==> config.mk <==
export PLATFORM = sky130hd
export DESIGN_NAME = soft_takeover_knob_core
export DESIGN_NICKNAME = d
export VERILOG_FILES = /design/src/stk_pkg.sv /design/src/soft_takeover_knob_core.sv /design/src/stk_cfg_regs.sv /design/src/stk_step.sv
export SDC_FILE = /design/constraint.sdc
export NUM_CORES = 1
export LEC_CHECK = 0
export BUFFER_PORTS_ARGS = -buffer_cell sky130_fd_sc_hd__buf_2
export CORE_MARGIN = 3
export CORE_UTILIZATION = 44
export CTS_CLUSTER_SIZE = 10
export DETAILED_ROUTE_END_ITERATION = 16
export PLACE_DENSITY = 0.67
export SYNTH_ARGS = -nofsm -noshare
export SYNTH_HDL_FRONTEND = slang
export SYNTH_SLANG_ARGS = --single-unit
==> constraint.sdc <==
create_clock -name aclk -period 36.6 [get_ports aclk]
set_clock_uncertainty 0.2 [all_clocks]
set_input_delay 1.83 -clock aclk [delete_from_list [all_inputs] [get_ports aclk]]
set_output_delay 1.83 -clock aclk [all_outputs]
set_load 0.02 [all_outputs]
==> src/stk_pkg.sv <==
// shared types, constants and helpers for the soft takeover knob core
// no dependencies; imported by every module of the block
package stk_pkg;

    localparam int unsigned VAL_W  = 16;
    localparam int unsigned RATE_W = 17;

    localparam logic [RATE_W-1:0] RATE_MIN   = 17'd655;
    localparam logic [RATE_W-1:0] RATE_MAX   = 17'd65536;
    localparam logic [RATE_W-1:0] RATE_RST   = 17'd6554;
    localparam logic [VAL_W-1:0]  PICKUP_RST = 16'd1311;
    localparam logic [VAL_W-1:0]  MOVE_RST   = 16'd328;

    typedef enum logic [1:0] {
        CMD_PROCESS = 2'd0,
        CMD_PRESET  = 2'd1,
        CMD_LOCK    = 2'd2,
        CMD_NONE    = 2'd3
    } cmd_t;

    typedef enum logic [1:0] {
        REG_INTERP_RATE = 2'd0,
        REG_PICKUP_THR  = 2'd1,
        REG_MOVE_THR    = 2'd2,
        REG_UNUSED      = 2'd3
    } reg_idx_t;

    typedef struct packed {
        logic [RATE_W-1:0] interp_rate;
        logic [VAL_W-1:0]  pickup_thr;
        logic [VAL_W-1:0]  move_thr;
    } cfg_t;

    typedef struct packed {
        logic [VAL_W-1:0] held;
        logic             locked;
        logic             first;
        logic [VAL_W-1:0] prev;
    } knob_state_t;

    function automatic logic [VAL_W-1:0] abs_diff(input logic [VAL_W-1:0] a,
                                                  input logic [VAL_W-1:0] b);
        abs_diff = (a > b) ? (a - b) : (b - a);
    endfunction

endpackage

==> src/soft_takeover_knob_core.sv <==
// Soft takeover (pickup) core for a potentiometer stream. Each input transaction carries a
// command and is answered by exactly one result transaction holding the parameter value and
// the moved and locked flags. One transaction per clock cycle is taken unless m_tready stalls;
// each passes input, then result register. The per-cycle path is the state feedback loop
// through one 17x18 multiply, an add, a clamp and a pickup compare. Configuration writes are
// taken in any cycle with cfg_ready held high and should be issued only while the core is idle.
// depends on stk_pkg, stk_cfg_regs and stk_step
module soft_takeover_knob_core import stk_pkg::*; (
    input  logic              aclk,
    input  logic              aresetn,
    input  logic              s_tvalid,
    output logic              s_tready,
    input  logic [31:0]       s_tdata,  // knob_sample[15:0], preset_value[31:16]
    input  logic [1:0]        s_tuser,  // cmd[1:0]
    output logic              m_tvalid,
    input  logic              m_tready,
    output logic [23:0]       m_tdata,  // out_value[15:0], moved_flag[16], locked_flag[17]
    input  logic              cfg_valid,
    output logic              cfg_ready,
    input  logic [1:0]        cfg_index,
    input  logic [RATE_W-1:0] cfg_data
);

    cfg_t             cfg;
    knob_state_t      state_reg;
    knob_state_t      state_next;
    logic             in_valid_reg;
    cmd_t             cmd_reg;
    logic [VAL_W-1:0] knob_reg;
    logic [VAL_W-1:0] preset_reg;
    logic             out_valid_reg;
    logic [23:0]      out_data_reg;
    logic             moved;
    logic             advance;
    logic             fire;

    stk_cfg_regs u_cfg (
        .aclk      (aclk),
        .aresetn   (aresetn),
        .cfg_valid (cfg_valid),
        .cfg_ready (cfg_ready),
        .cfg_index (cfg_index),
        .cfg_data  (cfg_data),
        .cfg       (cfg)
    );

    stk_step u_step (
        .st      (state_reg),
        .cfg     (cfg),
        .cmd     (cmd_reg),
        .knob    (knob_reg),
        .preset  (preset_reg),
        .st_next (state_next),
        .moved   (moved)
    );

    // compute stage moves whenever the result register is free or being drained
    assign advance  = !out_valid_reg || m_tready;
    assign fire     = in_valid_reg && advance;
    assign s_tready = !in_valid_reg || advance;
    assign m_tvalid = out_valid_reg;
    assign m_tdata  = out_data_reg;

    always_ff @(posedge aclk) begin
        if (!aresetn) begin
            in_valid_reg     <= 1'b0;
            out_valid_reg    <= 1'b0;
            state_reg.held   <= '0;
            state_reg.locked <= 1'b0;
            state_reg.first  <= 1'b1;
            state_reg.prev   <= '0;
        end else begin
            if (s_tready) begin
                in_valid_reg <= s_tvalid;
            end
            if (advance) begin
                out_valid_reg <= in_valid_reg;
            end
            if (fire) begin
                state_reg <= state_next;
            end
        end
    end

    always_ff @(posedge aclk) begin
        if (s_tready && s_tvalid) begin
            cmd_reg    <= cmd_t'(s_tuser);
            knob_reg   <= s_tdata[15:0];
            preset_reg <= s_tdata[31:16];
        end
        if (fire) begin
            out_data_reg <= {6'b0, state_next.locked, moved, state_next.held};
        end
    end

    a_stall_blocks_input: assert property (@(posedge aclk) disable iff (!aresetn)
        in_valid_reg && out_valid_reg && !m_tready |-> !s_tready)
        else $error("input accepted while both stages are stalled");

    a_preset_locks: assert property (@(posedge aclk) disable iff (!aresetn)
        fire && cmd_reg == CMD_PRESET |=> state_reg.locked && state_reg.first
            && state_reg.held == $past(preset_reg))
        else $error("preset did not load and lock the held value");

    a_unlocked_tracks: assert property (@(posedge aclk) disable iff (!aresetn)
        fire && cmd_reg == CMD_PROCESS && !state_reg.locked |=>
            !state_reg.locked && state_reg.held == $past(knob_reg))
        else $error("unlocked value did not follow the knob");

    a_rate_range: assert property (@(posedge aclk) disable iff (!aresetn)
        cfg.interp_rate >= RATE_MIN && cfg.interp_rate <= RATE_MAX)
        else $error("interp rate outside its clamp range");

    a_result_matches_state: assert property (@(posedge aclk) disable iff (!aresetn)
        fire |=> out_data_reg[15:0] == state_reg.held && out_data_reg[17] == state_reg.locked)
        else $error("result does not reflect the updated state");

endmodule

==> src/stk_cfg_regs.sv <==
// configuration register bank: interp rate (clamped on write) and thresholds
// depends on stk_pkg
module stk_cfg_regs import stk_pkg::*; (
    input  logic              aclk,
    input  logic              aresetn,
    input  logic              cfg_valid,
    output logic              cfg_ready,
    input  logic [1:0]        cfg_index,
    input  logic [RATE_W-1:0] cfg_data,
    output cfg_t              cfg
);

    cfg_t              cfg_reg;
    cfg_t              cfg_next;
    logic [RATE_W-1:0] rate_clamped;

    assign cfg_ready = 1'b1;
    assign cfg       = cfg_reg;

    always_comb begin
        priority if (cfg_data < RATE_MIN) begin
            rate_clamped = RATE_MIN;
        end else if (cfg_data > RATE_MAX) begin
            rate_clamped = RATE_MAX;
        end else begin
            rate_clamped = cfg_data;
        end
    end

    always_comb begin
        cfg_next = cfg_reg;
        if (cfg_valid) begin
            unique case (reg_idx_t'(cfg_index))
                REG_INTERP_RATE: cfg_next.interp_rate = rate_clamped;
                REG_PICKUP_THR:  cfg_next.pickup_thr  = cfg_data[VAL_W-1:0];
                REG_MOVE_THR:    cfg_next.move_thr    = cfg_data[VAL_W-1:0];
                REG_UNUSED:      cfg_next             = cfg_reg;
                default:         cfg_next             = cfg_reg;
            endcase
        end
    end

    always_ff @(posedge aclk) begin
        if (!aresetn) begin
            cfg_reg.interp_rate <= RATE_RST;
            cfg_reg.pickup_thr  <= PICKUP_RST;
            cfg_reg.move_thr    <= MOVE_RST;
        end else begin
            cfg_reg <= cfg_next;
        end
    end

endmodule

==> src/stk_step.sv <==
// next-state and result logic for one command: lock, preset, knob sample or none (state held)
// depends on stk_pkg; purely combinational, the state lives in the top level
module stk_step import stk_pkg::*; (
    input  knob_state_t      st,
    input  cfg_t             cfg,
    input  cmd_t             cmd,
    input  logic [VAL_W-1:0] knob,
    input  logic [VAL_W-1:0] preset,
    output knob_state_t      st_next,
    output logic             moved
);

    logic signed [VAL_W:0]     knob_gap;
    logic signed [RATE_W:0]    rate_s;
    logic signed [2*VAL_W+2:0] prod;
    logic signed [VAL_W+3:0]   stepped;
    logic [VAL_W-1:0]          v_clamped;
    logic                      crossing;
    logic                      pickup;
    logic                      movement;

    assign knob_gap = $signed({1'b0, knob}) - $signed({1'b0, st.held});
    assign rate_s   = $signed({1'b0, cfg.interp_rate});
    assign prod     = knob_gap * rate_s;
    // arithmetic shift by 16 gives the floor of the q16 product
    assign stepped  = $signed({4'b0, st.held})
                    + $signed({prod[2*VAL_W+2], prod[2*VAL_W+2:VAL_W]});

    always_comb begin
        priority if (stepped < 0) begin
            v_clamped = '0;
        end else if (stepped > $signed({4'b0, {VAL_W{1'b1}}})) begin
            v_clamped = {VAL_W{1'b1}};
        end else begin
            v_clamped = stepped[VAL_W-1:0];
        end
    end

    assign crossing = !st.first && ((st.prev > st.held) != (knob > st.held));
    assign pickup   = abs_diff(knob, st.held) < cfg.pickup_thr;
    assign movement = abs_diff(knob, st.prev) > cfg.move_thr;

    always_comb begin
        st_next = st;
        moved   = 1'b0;
        unique case (cmd)
            CMD_PROCESS: begin
                st_next.prev = knob;
                if (!st.locked) begin
                    moved        = abs_diff(knob, st.held) > cfg.move_thr;
                    st_next.held = knob;
                end else begin
                    priority if (crossing) begin
                        st_next.locked = 1'b0;
                        st_next.held   = knob;
                        moved          = 1'b1;
                    end else if (pickup) begin
                        st_next.locked = 1'b0;
                        st_next.held   = knob;
                    end else if (st.first) begin
                        st_next.first = 1'b0;
                    end else if (movement) begin
                        moved = 1'b1;
                        if (abs_diff(knob, v_clamped) < cfg.pickup_thr) begin
                            st_next.locked = 1'b0;
                            st_next.held   = knob;
                        end else begin
                            st_next.held = v_clamped;
                        end
                    end else begin
                        st_next.held = st.held;
                    end
                end
            end
            CMD_PRESET: begin
                st_next.held   = preset;
                st_next.locked = 1'b1;
                st_next.first  = 1'b1;
            end
            CMD_LOCK: begin
                st_next.locked = 1'b1;
                st_next.first  = 1'b1;
            end
            CMD_NONE: begin
                st_next = st;
            end
            default: begin
                st_next = st;
            end
        endcase
    end

endmodule
Word-level counts from Yosys, hierarchy flattened --
Index checks and enable logic that the tools add are counted.
Operators by class: add/sub/neg operators 8, reductions and logical operators 16, muxes and demuxes 25, bitwise gates (word level) 1, equal/unequal tests 9, order comparisons 12, $mul 1
Operator list (number):
- 16-bit two-way mux | 8
- 16-bit > comparator | 6
- 16-bit subtractor | 6
- 17-bit two-way mux | 5
- 17-bit by 18-bit multiplier with 35-bit output | 1
- 16-bit less-than comparator | 2
- 16-bit one-hot mux with 2 select lines | 1
- 17-bit by 19-bit adder with 20-bit output | 1
- 20-bit by 17-bit > comparator with 1-bit output, second input constant | 1
- 20-bit by 1-bit less-than comparator with 1-bit output, second input constant | 1
- 17-bit > comparator, second input constant | 1
- 17-bit by 10-bit less-than comparator with 1-bit output, second input constant | 1
- 16-bit by 16-bit subtractor with 17-bit output | 1
- 1-bit two-way mux | 9
- 2-bit AND reduction | 4
- 2-bit == test, second input constant | 3
- 2-bit != test, second input constant | 3
- 2-bit one-hot mux with 3 select lines | 1
- 5-bit AND reduction | 1
- 2-bit by 1-bit == test with 1-bit output, second input constant | 2
- 2-bit logical NOT | 2
- 1-bit logical AND | 3
- 1-bit logical NOT | 3
- 1-bit logical OR | 2
- 4 further kinds | 4
Word-level totals: register bits 137, output and inout port bits 27, input bits 58, word-level logic and storage cells 86

Longest topological paths before layout --
word-level depth 16, mapped depth 73, gate-level depth less buffers 69

Modules after synthesis --
From an unflattened synthesis, not the netlist that was laid out.
Unflattened totals: cells, all modules 2641, area total of the unflattened synthesis 22476.6 sq um
Modules (own cells, without submodules):
- stk_step | sequential area each 0.0 sq um, area an instance 17444.2 sq um, cells an instance 2186, times used 1
- soft_takeover_knob_core | sequential area each 2282.2 sq um, area an instance 3101.7 sq um, cells an instance 217, times used 1
- stk_cfg_regs | sequential area each 980.9 sq um, area an instance 1930.6 sq um, cells an instance 238, times used 1

Worst setup path before layout --
OpenSTA, ideal clock, no wires.
path kind flip-flop to flip-flop, from register knob_reg[1], to register out_data_reg[15] (netlist: m_tdata[15]) (data pin), data arrival time 15.354 ns, setup time 0.254 ns, setup slack 20.792 ns, required time 36.146 ns, stages on the path, launching flop included 69, cell sequence edfxtp_1 -> inv_1 -> fa_1 -> nor2b_1 -> o31a_1 -> o2111ai_1 -> a21oi_1 -> o21ai_0 -> nand2b_1 -> a21o_1 -> a21oi_1 -> xnor2_1 -> clkbuf_1 -> nand2_1 -> fa_1 -> fa_1 -> inv_1 -> fa_1 -> [33 not listed] -> nor4_1 -> nor2_1 -> clkbuf_1 -> clkbuf_1 -> a211oi_1 -> a21oi_1 -> xor2_1 -> ha_1 -> a21oi_1 -> nand2_1 -> o311ai_0 -> a21oi_1 -> o21ai_0 -> nor2b_1 -> a31oi_2 -> clkbuf_1 -> o21ai_0 -> o21a_1
RTL lines:
- start: declaration | line soft_takeover_knob_core.sv:29 | logic [VAL_W-1:0] knob_reg;
- start signal: assignment | line soft_takeover_knob_core.sv:88 | knob_reg <= s_tdata[15:0];
- end signal: assignment | line soft_takeover_knob_core.sv:92 | out_data_reg <= {6'b0, state_next.locked, moved, state_next.held};
- end: declaration | line soft_takeover_knob_core.sv:32 | logic [23:0] out_data_reg;

Worst setup path after layout --
from register knob_reg[1], to register state_reg[19] in the netlist's numbering
On the way: cells in the longest elaborated chain, start to end 16
Ends and longest elaborated chain:
- 16-bit by 16-bit subtractor with 17-bit output | line stk_step.sv:22 | assign knob_gap = $signed({1'b0, knob}) - $signed({1'b0, st.held});
- 17-bit by 18-bit multiplier with 35-bit output | line stk_step.sv:24 | assign prod = knob_gap * rate_s;
- 17-bit by 19-bit adder with 20-bit output | line stk_step.sv:27 | + $signed({prod[2*VAL_W+2], prod[2*VAL_W+2:VAL_W]});
- 20-bit by 17-bit > comparator with 1-bit output | line stk_step.sv:32 | end else if (stepped > $signed({4'b0, {VAL_W{1'b1}}})) begin
- 16-bit two-way mux | line stk_step.sv:32
- 16-bit two-way mux | line stk_step.sv:30 | priority if (stepped < 0) begin
- 16-bit subtractor or 16-bit > comparator (tied branches) | line stk_pkg.sv:43 | abs_diff = (a > b) ? (a - b) : (b - a);
- 16-bit two-way mux | line stk_pkg.sv:43
- 16-bit less-than comparator | line stk_step.sv:64 | if (abs_diff(knob, v_clamped) < cfg.pickup_thr) begin
- 16-bit two-way mux | line stk_step.sv:64
- 16-bit two-way mux | line stk_step.sv:62 | end else if (movement) begin
- 17-bit two-way mux | line stk_step.sv:60 | end else if (st.first) begin
- 17-bit two-way mux | line stk_step.sv:57 | end else if (pickup) begin
- 17-bit two-way mux | line stk_step.sv:53 | priority if (crossing) begin
- 16-bit two-way mux (*) | line stk_step.sv:49 | if (!st.locked) begin
- 16-bit one-hot mux with 2 select lines (*) | line stk_step.sv:46 | unique case (cmd)
- end signal: assignment | line soft_takeover_knob_core.sv:80 | state_reg <= state_next;
- end: declaration | line soft_takeover_knob_core.sv:25 | knob_state_t state_reg;
Mark *: on every way between the ends. The rest lies on a longest branch, timed or not. A chain may end at the register's enable or synchronous reset.

==> metrics.yaml <==
status: "finished, final reports clean"
cts_setup_buffers: 0
final_cell_area_um2: 24300
routabilityCongestion: 0.974
drt_iter0_drc: 1875
critPathKind: "reg -> reg"
finalSetupViolations: 0
synth_seq_cells: 137
synth_top_cells_by_area: "fa_1 20%, ha_1 17%, dfxtp_1 7.5%"
cp-end-kind: "flop"
required_ps: 36790
final.min_clock_period_ps: 18640
synth_flop_cell: "dfxtp_1"
die_w_um: 233
antenna_found_initial: 2
diodes: 0
final_common_cell: "inv_1"
syn_inst: 2691
grt_setup_unrepaired: "false"
final-hold-violation-count: 0
wire_per_inst_um: 21.6
instances_no_fill: 3384
clkSinkCount: 137
grt_max_degree: 87
cpPeakStageDelay_ps: 1080
vias: 19800
start_util_pct: 44.9
worstSetupStartpointType: "flop"
io_buffer_count: 77
grt_overflow: 0
drv_cap: 0
track_usage_pct: 27.2
yosysUniqueCellTypes: 82
yosysSeqAreaShare_pct: 14.4
ctsHtreeMaxLevel: 4
clk_latency_ps: 480
hpwl_mm: 58.0
max_freq_ghz: 0.0536
cts_inserted_buffers: 17
nFillCells: 4913
syn_area_um2: 22600
grt_pass1_wl_mm: 113
final_cell_mix: "393 x inv_1, 362 x nand2_1, 315 x ha_1, 230 x fa_1, 129 x a21oi_1"
cp.arrival_ps: 18830
hold_path_class: "reg -> reg"
ioPinCount: 85
layout.nets: 3302
drive_above_1_share_pct: 6.75
ctsHoldBuffers: 0
clk_pin_slew_ps: 80
ys_async_sr_fraction_pct: 0
finalSetupTns_ps: 0
die-height_um: 233
yosysWarnings: 0
yosysTopAreaCellShare_pct: 20.3
slew_headroom_pct: 7.62
place_area_um2: 23700
coreArea_um2: 50500
detail_route.wirelength_mm: 72.9
syn2layout_area_growth_pct: 7.17
largest_reg_flops: 49
post-place-cells: 3352
first_global_vias: 19900
finalCritPeriodShare_pct: 50.9
synth.avg_cell_area_um2: 8.42
reg2reg_depth: 68
synth-edff-count: 52
die-area_um2: 54200
finish.utilization_pct: 48.1
yosysTopAreaCell: "fa_1"
maxSlewViolCount: 0
drtAntennaViolNets: 0
tightest_slew_ps: 1380
post_cts_resize_count: 0
slowest_stage: "o31ai_4"
root_buffer: "clkbuf_16"
drcViolationCount: 0
cts_tree: "built"
avgViaCountPerCell: 5.84
holdPathStages: 2
crit_fanout: 31
rows: 82
clockBufferDepth: 2
drt_pass1_iterations: 8
==> cell usage after synthesis (14+ instances only) <==
master,n
a211oi_1,15
nor2b_1,56
nor2_1,75
and2_1,84
fa_1,230
a222oi_1,16
o21a_1,30
a21boi_0,46
ha_1,315
a21o_1,99
a31oi_1,19
a22oi_1,22
xor2_1,31
o21bai_1,18
a21boi_1,14
edfxtp_1,52
o211ai_1,45
nand4_1,28
nand3_1,32
dfxtp_1,85
mux2i_1,17
a21oi_1,129
o21ai_0,105
nor3_1,24
clkbuf_1,102
nand2_1,362
xnor2_1,53
inv_1,393
==> kinds of logic after synthesis <==
group | after synthesis | share of synthesized area, %
XOR/XNOR | 85 | 3.32
buffers and inverters | 525 | 8.92
AND/OR/NAND/NOR | 731 | 15.3
flip-flops | 137 | 14.4
adder cells (fa/ha/maj) | 545 | 37.7
AO/OA/AOI/OAI | 641 | 19.2
other | 2 | 0.0332
multiplexers | 25 | 1.15
==> per-layer routing <==
layer	global-route usage, %	share of wire, %
met1	36.1	42
met4	9.45	3.7
met3	6.27	8.8
met5	0	0.018
met2	43.7	46
==> worst max-delay path: cells and delay by family, from the launching register on <==
kind	cells	cell delay (ps)
AOI/OAI and AO/OA	32	8360
xor gates and xnor gates	3	400
adders and majority gates	11	5070
buffers and inverters	7	1410
DFF	1	580
and+or+nand+nor	15	2570
==> through the flow <==
stage / setup WS, ps / hold slack, ps
global placement: 18820 / 255
detailed placement: 18360 / 264
finish: 17960 / 267
CTS: 18270 / 273
floorplan: 20790 / 243
global route: 16820 / 292
==> area by class of cell <==
type | instances | area (um^2) | share of cell area, %
Clock buffer | 18 | 450 | 1.86
Clock inverter | 14 | 128 | 0.526
Inverter | 395 | 1480 | 6.11
Multi-Input combinational cell | 2034 | 17400 | 71.9
Sequential cell | 137 | 3260 | 13.4
Tap cell | 672 | 841 | 3.46
Timing Repair Buffer | 114 | 663 | 2.73
==> final timing paths <==
| kind | start | end | slack [ps] |
|---|---|---|---|
| setup / recovery | knob_reg[1] | state_reg[19] | 17960 |
| hold / removal | u_cfg.cfg[12] | u_cfg.cfg[12] | 270 |
| setup reg to reg | knob_reg[1] | state_reg[19] | 17960 |
| hold reg to reg | u_cfg.cfg[12] | u_cfg.cfg[12] | 270 |
Power is left out: the tool's default activity adds up to more than one toggle a clock period on the data nets, which glitch-free logic cannot reach.
